## src/rtl/median_filter_3x3_assert.svh

```systemverilog
// Assertion macros shared by the median filter modules.
// Each expects signals named clk and arst_n in the enclosing module.
`ifndef MEDIAN_FILTER_3X3_ASSERT_SVH
`define MEDIAN_FILTER_3X3_ASSERT_SVH

// cons must hold in the same cycle as ante
`define MF_ASSERT_IMPLY(label, ante, cons, msg) \
	label: assert property (@(posedge clk) disable iff (!arst_n) (ante) |-> (cons)) \
		else $error(msg);

// cons must hold in the cycle after ante
`define MF_ASSERT_NEXT(label, ante, cons, msg) \
	label: assert property (@(posedge clk) disable iff (!arst_n) (ante) |=> (cons)) \
		else $error(msg);

// cond must never hold
`define MF_ASSERT_NEVER(label, cond, msg) \
	label: assert property (@(posedge clk) disable iff (!arst_n) !(cond)) \
		else $error(msg);

`endif

```

## src/rtl/mf_pkg.sv

```systemverilog
package mf_pkg;

	// fixed field widths
	localparam int COL_BITS      = 10;
	localparam int ROW_BITS      = 12;
	localparam int CFG_W_BITS    = 11;
	localparam int CFG_H_BITS    = 13;
	localparam int CFG_DATA_BITS = 13;
	localparam int CFG_IDX_BITS  = 1;
	localparam int MAX_HEIGHT    = 4096;

	// register reset values
	localparam logic [CFG_W_BITS-1:0] WIDTH_RESET  = 11'd640;
	localparam logic [CFG_H_BITS-1:0] HEIGHT_RESET = 13'd480;

	// register indexes
	localparam logic [CFG_IDX_BITS-1:0] REG_FRAME_WIDTH  = 1'b0;
	localparam logic [CFG_IDX_BITS-1:0] REG_FRAME_HEIGHT = 1'b1;

	// item kinds on the input tuser
	localparam logic REQ_PIXEL = 1'b0;
	localparam logic REQ_DRAIN = 1'b1;

	// what one item asks of the median pipeline
	typedef struct packed {
		logic                r0_v;     // result for the column left of the newest
		logic                r1_v;     // result for the newest column (row end)
		logic                r0_lsel;  // r0 left neighbor clamps to center column
		logic                r1_lsel;  // r1 left neighbor clamps to newest column
		logic [COL_BITS-1:0] col;      // column of the newest window column
		logic [ROW_BITS-1:0] row;      // row of the results
		logic                final_px; // last result of the frame
	} res_ctrl_t;

endpackage

```

## src/rtl/mf_median.sv

```systemverilog
`include "median_filter_3x3_assert.svh"

module mf_median #(
	parameter int PB = 8
) (
	input  logic                          clk,
	input  logic                          arst_n,
	input  logic                          in_valid,
	output logic                          in_ready,
	input  logic [2:0][2:0][PB-1:0]       win,    // [column][rank], column 2 newest
	input  mf_pkg::res_ctrl_t             ctrl,
	output logic                          out_valid,
	input  logic                          out_ready,
	output logic [PB-1:0]                 median,
	output logic [mf_pkg::COL_BITS-1:0]   col,
	output logic [mf_pkg::ROW_BITS-1:0]   row,
	output logic                          run_last,
	output logic                          frame_last
);

	function automatic logic [PB-1:0] min2(input logic [PB-1:0] a, input logic [PB-1:0] b);
		return (a < b) ? a : b;
	endfunction

	function automatic logic [PB-1:0] max2(input logic [PB-1:0] a, input logic [PB-1:0] b);
		return (a > b) ? a : b;
	endfunction

	function automatic logic [PB-1:0] med3(input logic [PB-1:0] a, input logic [PB-1:0] b,
			input logic [PB-1:0] c);
		return max2(min2(a, b), min2(max2(a, b), c));
	endfunction

	// stage 2: snapshot of the sorted window
	logic                       v2_q;
	logic [2:0][2:0][PB-1:0]    win_s2;
	mf_pkg::res_ctrl_t          ctrl_s2;

	// stage 3: max of lows, median of mids, min of highs per result
	logic                       v3_q;
	logic [1:0][2:0][PB-1:0]    tri_s3;
	mf_pkg::res_ctrl_t          ctrl_s3;

	// output slots, slot 0 is shown
	logic [1:0][PB-1:0]                 med_q;
	logic [1:0][mf_pkg::COL_BITS-1:0]   col_q;
	logic [1:0][mf_pkg::ROW_BITS-1:0]   row_q;
	logic [1:0]                         rl_q;
	logic [1:0]                         fl_q;
	logic [1:0]                         cnt_q;

	logic adv2, adv3, out_free, pop;
	logic [1:0][2:0][PB-1:0] sel_cols;   // per result: max of lows, median of mids, min of highs
	logic [1:0][2:0][PB-1:0] tri_next;
	logic [1:0][2:0][2:0][PB-1:0] pick;  // [result][which column][rank]
	logic [PB-1:0] med0, med1;

	assign pop      = out_valid && out_ready;
	assign out_free = (cnt_q == 2'd0) || ((cnt_q == 2'd1) && pop);
	assign adv3     = v3_q && out_free;
	assign adv2     = v2_q && (!v3_q || adv3);
	assign in_ready = !v2_q || adv2;

	// column choice with edge clamping, then per-rank max, median and min
	always_comb begin
		pick[0][0] = ctrl_s2.r0_lsel ? win_s2[1] : win_s2[0];
		pick[0][1] = win_s2[1];
		pick[0][2] = win_s2[2];
		pick[1][0] = ctrl_s2.r1_lsel ? win_s2[2] : win_s2[1];
		pick[1][1] = win_s2[2];
		pick[1][2] = win_s2[2];
		for (int r = 0; r < 2; r++) begin
			tri_next[r][0] = max2(max2(pick[r][0][0], pick[r][1][0]), pick[r][2][0]);
			tri_next[r][1] = med3(pick[r][0][1], pick[r][1][1], pick[r][2][1]);
			tri_next[r][2] = min2(min2(pick[r][0][2], pick[r][1][2]), pick[r][2][2]);
		end
		sel_cols = tri_next;
	end

	assign med0 = med3(tri_s3[0][0], tri_s3[0][1], tri_s3[0][2]);
	assign med1 = med3(tri_s3[1][0], tri_s3[1][1], tri_s3[1][2]);

	// pipeline valid bits
	always_ff @(posedge clk or negedge arst_n) begin
		if (!arst_n) begin
			v2_q <= 1'b0;
			v3_q <= 1'b0;
		end else begin
			if (in_ready) begin
				v2_q <= in_valid;
			end
			if (adv2) begin
				v3_q <= 1'b1;
			end else if (adv3) begin
				v3_q <= 1'b0;
			end
		end
	end

	// pipeline payload
	always_ff @(posedge clk) begin
		if (in_ready && in_valid) begin
			win_s2  <= win;
			ctrl_s2 <= ctrl;
		end
		if (adv2) begin
			tri_s3  <= sel_cols;
			ctrl_s3 <= ctrl_s2;
		end
	end

	// output slot count
	always_ff @(posedge clk or negedge arst_n) begin
		if (!arst_n) begin
			cnt_q <= 2'd0;
		end else if (adv3) begin
			cnt_q <= (ctrl_s3.r0_v && ctrl_s3.r1_v) ? 2'd2 : 2'd1;
		end else if (pop) begin
			cnt_q <= cnt_q - 2'd1;
		end
	end

	// output slot payload
	always_ff @(posedge clk) begin
		if (adv3) begin
			if (ctrl_s3.r0_v) begin
				med_q[0] <= med0;
				col_q[0] <= ctrl_s3.col - mf_pkg::COL_BITS'(1);
				rl_q[0]  <= !ctrl_s3.r1_v;
				fl_q[0]  <= !ctrl_s3.r1_v && ctrl_s3.final_px;
			end else begin
				med_q[0] <= med1;
				col_q[0] <= ctrl_s3.col;
				rl_q[0]  <= 1'b1;
				fl_q[0]  <= ctrl_s3.final_px;
			end
			row_q[0] <= ctrl_s3.row;
			med_q[1] <= med1;
			col_q[1] <= ctrl_s3.col;
			row_q[1] <= ctrl_s3.row;
			rl_q[1]  <= 1'b1;
			fl_q[1]  <= ctrl_s3.final_px;
		end else if (pop && (cnt_q == 2'd2)) begin
			med_q[0] <= med_q[1];
			col_q[0] <= col_q[1];
			row_q[0] <= row_q[1];
			rl_q[0]  <= rl_q[1];
			fl_q[0]  <= fl_q[1];
		end
	end

	assign out_valid  = (cnt_q != 2'd0);
	assign median     = med_q[0];
	assign col        = col_q[0];
	assign row        = row_q[0];
	assign run_last   = rl_q[0];
	assign frame_last = fl_q[0];

	`MF_ASSERT_NEVER(a_cnt_range, cnt_q == 2'd3, "output slot count out of range")
	`MF_ASSERT_IMPLY(a_s3_has_result, adv3, ctrl_s3.r0_v || ctrl_s3.r1_v, "empty item in stage 3")

endmodule

```

## config.mk

```make
export PLATFORM = sky130hd
export DESIGN_NAME = mf_median
export DESIGN_NICKNAME = d
export VERILOG_FILES = /design/src/rtl/mf_pkg.sv /design/src/rtl/mf_median.sv
export VERILOG_INCLUDE_DIRS = /design/src /design/src/rtl
export SDC_FILE = /design/constraint.sdc
export NUM_CORES = 1
export LEC_CHECK = 0
export ABC_AREA = 1
export ABC_CLOCK_PERIOD_IN_PS = 6490
export BUFFER_PORTS_ARGS = -buffer_cell sky130_fd_sc_hd__clkbuf_2
export CAP_MARGIN = 40
export CORE_MARGIN = 2
export CORE_UTILIZATION = 60
export DETAILED_ROUTE_END_ITERATION = 10
export PLACE_DENSITY = 0.8
export SLEW_MARGIN = 25
export SYNTH_ARGS = -nofsm -noshare
export SYNTH_HDL_FRONTEND = slang
export SYNTH_SLANG_ARGS = --single-unit
```

## constraint.sdc

```tcl
create_clock -name clk -period 6.49 [get_ports clk]
set_clock_uncertainty 0.1 [all_clocks]
set_input_delay 0.9735 -clock clk [delete_from_list [all_inputs] [get_ports clk]]
set_output_delay 0.9735 -clock clk [all_outputs]
set_load 0.03 [all_outputs]
```

# Word level (Yosys, flattened, before mapping)
# Index checks and enable logic that the tools add are counted.
[op_classes]
n_reduce_logical = 19
n_eq_ne = 2
n_mux = 45
add_sub_neg = 2
magnitude_cmp = 24
[op_table]
columns = ["operator", "count"]
rows = [
  ["$mux W8", 27],
  ["$gt A8 B8 Y1", 12],
  ["$lt A8 B8 Y1", 12],
  ["$mux W24", 2],
  ["$mux W10", 3],
  ["$mux W12", 2],
  ["$sub A10 B1 Y10 const B", 1],
  ["$logic_and A1 B1 Y1", 8],
  ["$mux W1", 8],
  ["$reduce_bool A2 Y1", 4],
  ["$mux W2", 3],
  ["$logic_not A1 Y1", 3],
  ["$logic_or A1 B1 Y1", 3],
  ["$eq A2 B1 Y1 const B", 1],
  ["$eq A2 B2 Y1 const B", 1],
  ["$logic_not A2 Y1", 1],
  ["$sub A2 B1 Y2 const B", 1],
]
[totals]
word_cells = 131
out_inout_bits = 34
in_bits = 103
reg_bits = 239

# Depth between registers and ports, before layout
[logic_depth]
depth_word = 9
ltp_mapped = 36
depth_no_buf = 34

# Least setup slack after synthesis
# OpenSTA, ideal clock, no wires.
[synth_timing]
path_kind = "reg2reg"
start = "register ctrl_s2[23] (netlist name)"
end = "register tri_s3[32] (netlist name), data pin"
arrival_ns = 4.877
required_time_ns = 6.260
path_buffers = 4
setup_ns = 0.130
stages_incl_launch_ff = 31
synth_period_minus_slack_ns = 5.107
path_slack_ns = 1.383
cell_sequence = "edfxtp_1 -> clkbuf_1 -> buf_2 -> nand2_1 -> o21ai_0 -> inv_1 -> ha_1 -> a21oi_1 -> o21ai_1 -> nand2_1 -> o211ai_2 -> and2_1 -> buf_4 -> buf_2 -> nand2_1 -> o21ai_0 -> ha_1 -> a21oi_1 -> nor2_1 -> a211oi_2 -> nand2_4 -> nand2_2 -> nand2_1 -> ha_1 -> nand2_1 -> nor2_1 -> nand2_1 -> a32oi_2 -> clkinv_1 -> or2_1 -> nand2_1"
[synth_rtl]
columns = ["element", "line", "source"]
rows = [
  ["start, declared", "mf_median.sv:37", "mf_pkg::res_ctrl_t ctrl_s2;"],
  ["start signal, assigned", "mf_median.sv:104", "ctrl_s2 <= ctrl;"],
  ["end signal, assigned", "mf_median.sv:107", "tri_s3 <= sel_cols;"],
  ["end, declared", "mf_median.sv:41", "logic [1:0][2:0][PB-1:0] tri_s3;"],
]

==> tab_implementation.tex <==
\begin{tabular}{lr}
\hline
Metric & Value \\
\hline
\multicolumn{2}{l}{\textbf{Timing}} \\
\quad Normalized max-slew margin & between 40\% and 50\% \\
\quad Crit share post-route & about 90\% \\
\quad Worst-margin pin slew & 0.7660 ns \\
\quad Final critical-path setup slack & 0.7248 ns \\
\quad Final-report setup violation count & 0 \\
\quad Unrepaired setup endpoints after global routing & no \\
\quad Clock period minus final worst setup slack & 5.765 ns \\
\quad Setup TNS & 0 ns \\
\quad Max Clk Rate & 173.5 MHz \\
\quad Final slew viol count & 0 \\
\quad Hold Vio Cnt, Final & 0 \\
\multicolumn{2}{l}{\textbf{Floorplanning}} \\
\quad Vertical extent of the die & about 160 um \\
\quad Row cnt & between 50 and 60 \\
\quad Count of boundary I/O pins & $\sim$140 \\
\quad Floorplan die width & between 150 and 200 um \\
\quad Floorplan die area & $\sim$26,000 um2 \\
\quad Starting density of the core & about three fifths \\
\quad Placeable core region & 24,180 um2 \\
\multicolumn{2}{l}{\textbf{Clock network}} \\
\quad Hold buffer count at CTS & 0 \\
\quad Root buffer cell & sky130\_fd\_sc\_hd\_\_clkbuf\_16 \\
\quad Bufs on Longest Clock Path & 3 \\
\quad Clock Latency Late Sink & 0.53 ns \\
\quad Inserted Clock Buffers & 25 \\
\quad Number of sinks handled by clock tree synthesis & $\sim$240 \\
\quad Maximum level of the CTS H-tree & 1 \\
\quad TritonCTS clock tree & built \\
\quad Clk pin slew, worst setup/hold paths & 0.06 ns \\
\multicolumn{2}{l}{\textbf{Global routing}} \\
\quad Total grt overflow & 0 \\
\quad Initial antenna violation count & 0 \\
\quad Maximum number of pins on one net before global-route repair & 60 \\
\quad GRT Util Overall & a little under a quarter \\
\quad Number of global-route vias before repair & about 10,000 \\
\quad Global-route wire length before repair & approximately 50,000 um \\
\multicolumn{2}{l}{\textbf{Synth}} \\
\quad Most used standard cell by instance count after synthesis & sky130\_fd\_sc\_hd\_\_nand2\_1 \\
\quad Post-synthesis sequential area ratio & 48.64\% \\
\quad Leading post-synthesis cells by cell area & sky130\_fd\_sc\_hd\_\_edfxtp\_1, sky130\_fd\_sc\_hd\_\_ha\_1, sky130\_fd\_sc\_hd\_\_nand2\_1 \\
\quad Total standard cell area after synthesis & between 10,000 and 15,000 um2 \\
\quad Post-Syn Instances & about 1,600 \\
\quad EDFF count, synth & $\sim$240 \\
\quad Commonest register cell after synthesis & sky130\_fd\_sc\_hd\_\_edfxtp\_1 \\
\quad Area leader, netlist & sky130\_fd\_sc\_hd\_\_edfxtp\_1 \\
\quad Top cell type's share of synthesized area & $\sim$48\% \\
\quad Async SR Flop Fraction & 1.674\% \\
\quad Commonest cells in the netlist & sky130\_fd\_sc\_hd\_\_nand2\_1, sky130\_fd\_sc\_hd\_\_edfxtp\_1, sky130\_fd\_sc\_hd\_\_o21ai\_0, sky130\_fd\_sc\_hd\_\_inv\_1, sky130\_fd\_sc\_hd\_\_ha\_1 \\
\quad Number of synthesis warnings & 0 \\
\quad Mean instance size in the synthesized netlist & between 9 and 10 um2 \\
\quad Number of synthesized register bits & around 240 \\
\quad Count of distinct cell types in the synthesized netlist & 49 \\
\quad Syn\_nets & 1,852 \\
\multicolumn{2}{l}{\textbf{Placement}} \\
\quad Post-Place Setup Slack & about 0.42 ns \\
\quad Post-Place Cells & approximately 2,000 \\
\quad Dpl cell area & about 16,000 um2 \\
\quad Global placer's final weighted congestion & between 0.9 and 1 \\
\quad Number of port buffers & 136 \\
\quad Dpl hpwl & about 23,000 um \\
\multicolumn{2}{l}{\textbf{Setup path}} \\
\quad Worst setup path class & register to register \\
\quad Worst-path cell with the longest stage delay & sky130\_fd\_sc\_hd\_\_edfxtp\_1 \\
\quad Crit path required time & roughly 6.7 ns \\
\quad Startpoint types & register \\
\quad Start of the worst register-to-register path & ctrl\_s2[23] \\
\quad Maximum fanout encountered on the critical timing path & 33 \\
\quad Family of cells with the greatest summed delay on the critical path & compound AO/OA/AOI/OAI gates \\
\quad Most common cell on crit path & sky130\_fd\_sc\_hd\_\_nand2\_1 \\
\quad Critical path buffers and inverters & 3 \\
\quad Worst path max stage delay & 0.60 ns \\
\quad Capturing element type of the critical path & register \\
\quad Worst setup path startpoint & ctrl\_s2[23] \\
\quad Arrival time worst endpoint & roughly 6 ns \\
\multicolumn{2}{l}{\textbf{Route}} \\
\quad Total number of vias & $\sim$11,000 \\
\quad DRC violation total after the first TritonRoute iteration & 980 \\
\quad DR WL/cell & $\sim$15 um \\
\quad Final routed DRC violation total & 0 \\
\quad Number of nets still failing antenna checks after routing & 0 \\
\quad Post-detailed-routing wire length & approximately 30,000 um \\
\quad Via density per instance & approximately 5.4 \\
\quad Number of optimization iterations in the first detailed-route pass & 5 \\
\multicolumn{2}{l}{\textbf{Layout}} \\
\quad Share of post-route cells with drive strength above 1 & between 10\% and 20\% \\
\quad N\_diodes & 0 \\
\quad Fin area & roughly 16,000 um2 \\
\quad Layout Nets & 1,961 \\
\quad Area Growth Syn to Fin & 11.07\% \\
\quad Layout Cells excl Fill & $\sim$2,000 \\
\multicolumn{2}{l}{\textbf{Status}} \\
\quad Result of the run & completed \\
\multicolumn{2}{l}{\textbf{Worst hold path}} \\
\quad Kind of path behind the tightest hold check & input port to async pin \\
\multicolumn{2}{l}{\textbf{Run}} \\
\quad Number of violations of the max-capacitance limit & 0 \\
\hline
\end{tabular}
layer usage:
layer	track usage [%]	routed length (um)
met3	2.660	1554
met2	39.69	14130
met4	7.248	935
met1	33.13	13780
met5	0	0
sequential cells by signal, summed over array words and instances, names as in the netlist, 2 cells and up:
signal / count
row: 12
ctrl_s2: 27
pick: 48
cnt_q: 2
row_q: 12
win_s2: 24
fl_q: 2
col_q: 10
ctrl_s3: 25
med_q: 8
tri_s3: 48
median: 8
col: 10
logic make-up (layout without fill, tap and decap cells):
group	after synthesis	in the layout	share of synthesized area [%]
mux	2	2	0.1361
xor+xnor	7	7	0.4167
compound gates	287	287	10.60
flops	239	239	48.64
simple gates	672	672	20.13
fa+ha+maj	156	156	13.27
buf+inv	230	358	6.820
layout make-up:
type / count / area, um2
fill: 1888 / 7834
tap: 324 / 405.4
sequential: 239 / 7157
timing repair buffer: 149 / 790.8
inverter: 163 / 614.3
multi-input combinational: 1124 / 6569
clock buffer: 30 / 644.4
clock inverter: 16 / 162.7
worst paths after layout:
kind / to / slack [ns] / cells after the start
max in group asynchronous: cnt_q[1] / 6.04 / 1
min in group clk: ctrl_s3[11] / 0.32 / 0
max reg2reg: tri_s3[33] / 0.72 / 26
min reg2reg: ctrl_s3[11] / 0.32 / 0
min: cnt_q[0] / 0.13 / 1
max: tri_s3[33] / 0.72 / 26
worst reg2reg max path: cells and delay by family (launching register included):
family	cells	cell delay (ns)
DFF	1	0.60
and+or+nand+nor	11	1.33
adders and majority gates	3	0.83
buffers and inverters	3	0.59
AOI/OAI and AO/OA	9	2.06
through the flow:
| step | utilization [%] | hold WS, ns |
|---|---|---|
| 2_1_floorplan | - | 0.3003 |
| 3_3_place_gp | 63.99 | 0.3009 |
| 3_5_place_dp | 64.19 | 0.3045 |
| 4_1_cts | 67.53 | 0.1096 |
| 5_1_grt | 67.60 | 0.1199 |
| 6_report | 67.60 | 0.1309 |
placed cells by master (no fill, tap or decap), drive strengths merged, types with 2 or more instances in the layout:
| cell | n |
|---|---|
| nand2 | 466 |
| edfxtp | 235 |
| o21ai | 185 |
| clkbuf | 167 |
| inv | 164 |
| ha | 156 |
| nand3 | 84 |
| a21oi | 74 |
| nor2 | 63 |
| and2 | 24 |
| nand3b | 16 |
| buf | 12 |
| clkinv | 12 |
| a211oi | 10 |
| nand4 | 8 |
| or2 | 7 |
| o21a | 6 |
| xor2 | 5 |
| dfrtp | 4 |
| nor3 | 3 |
| bufinv | 3 |
| o221ai | 2 |
| mux2i | 2 |
| xnor2 | 2 |
| o31ai | 2 |
| a32oi | 2 |
timing repair:
item                                    CTS  global route
buffers inserted                          0             0
endpoints found under the setup margin    0             8
resized for setup                         0             2
Power is left out: the tool's default activity adds up to more than one toggle a clock period on the data nets, which glitch-free logic cannot reach.
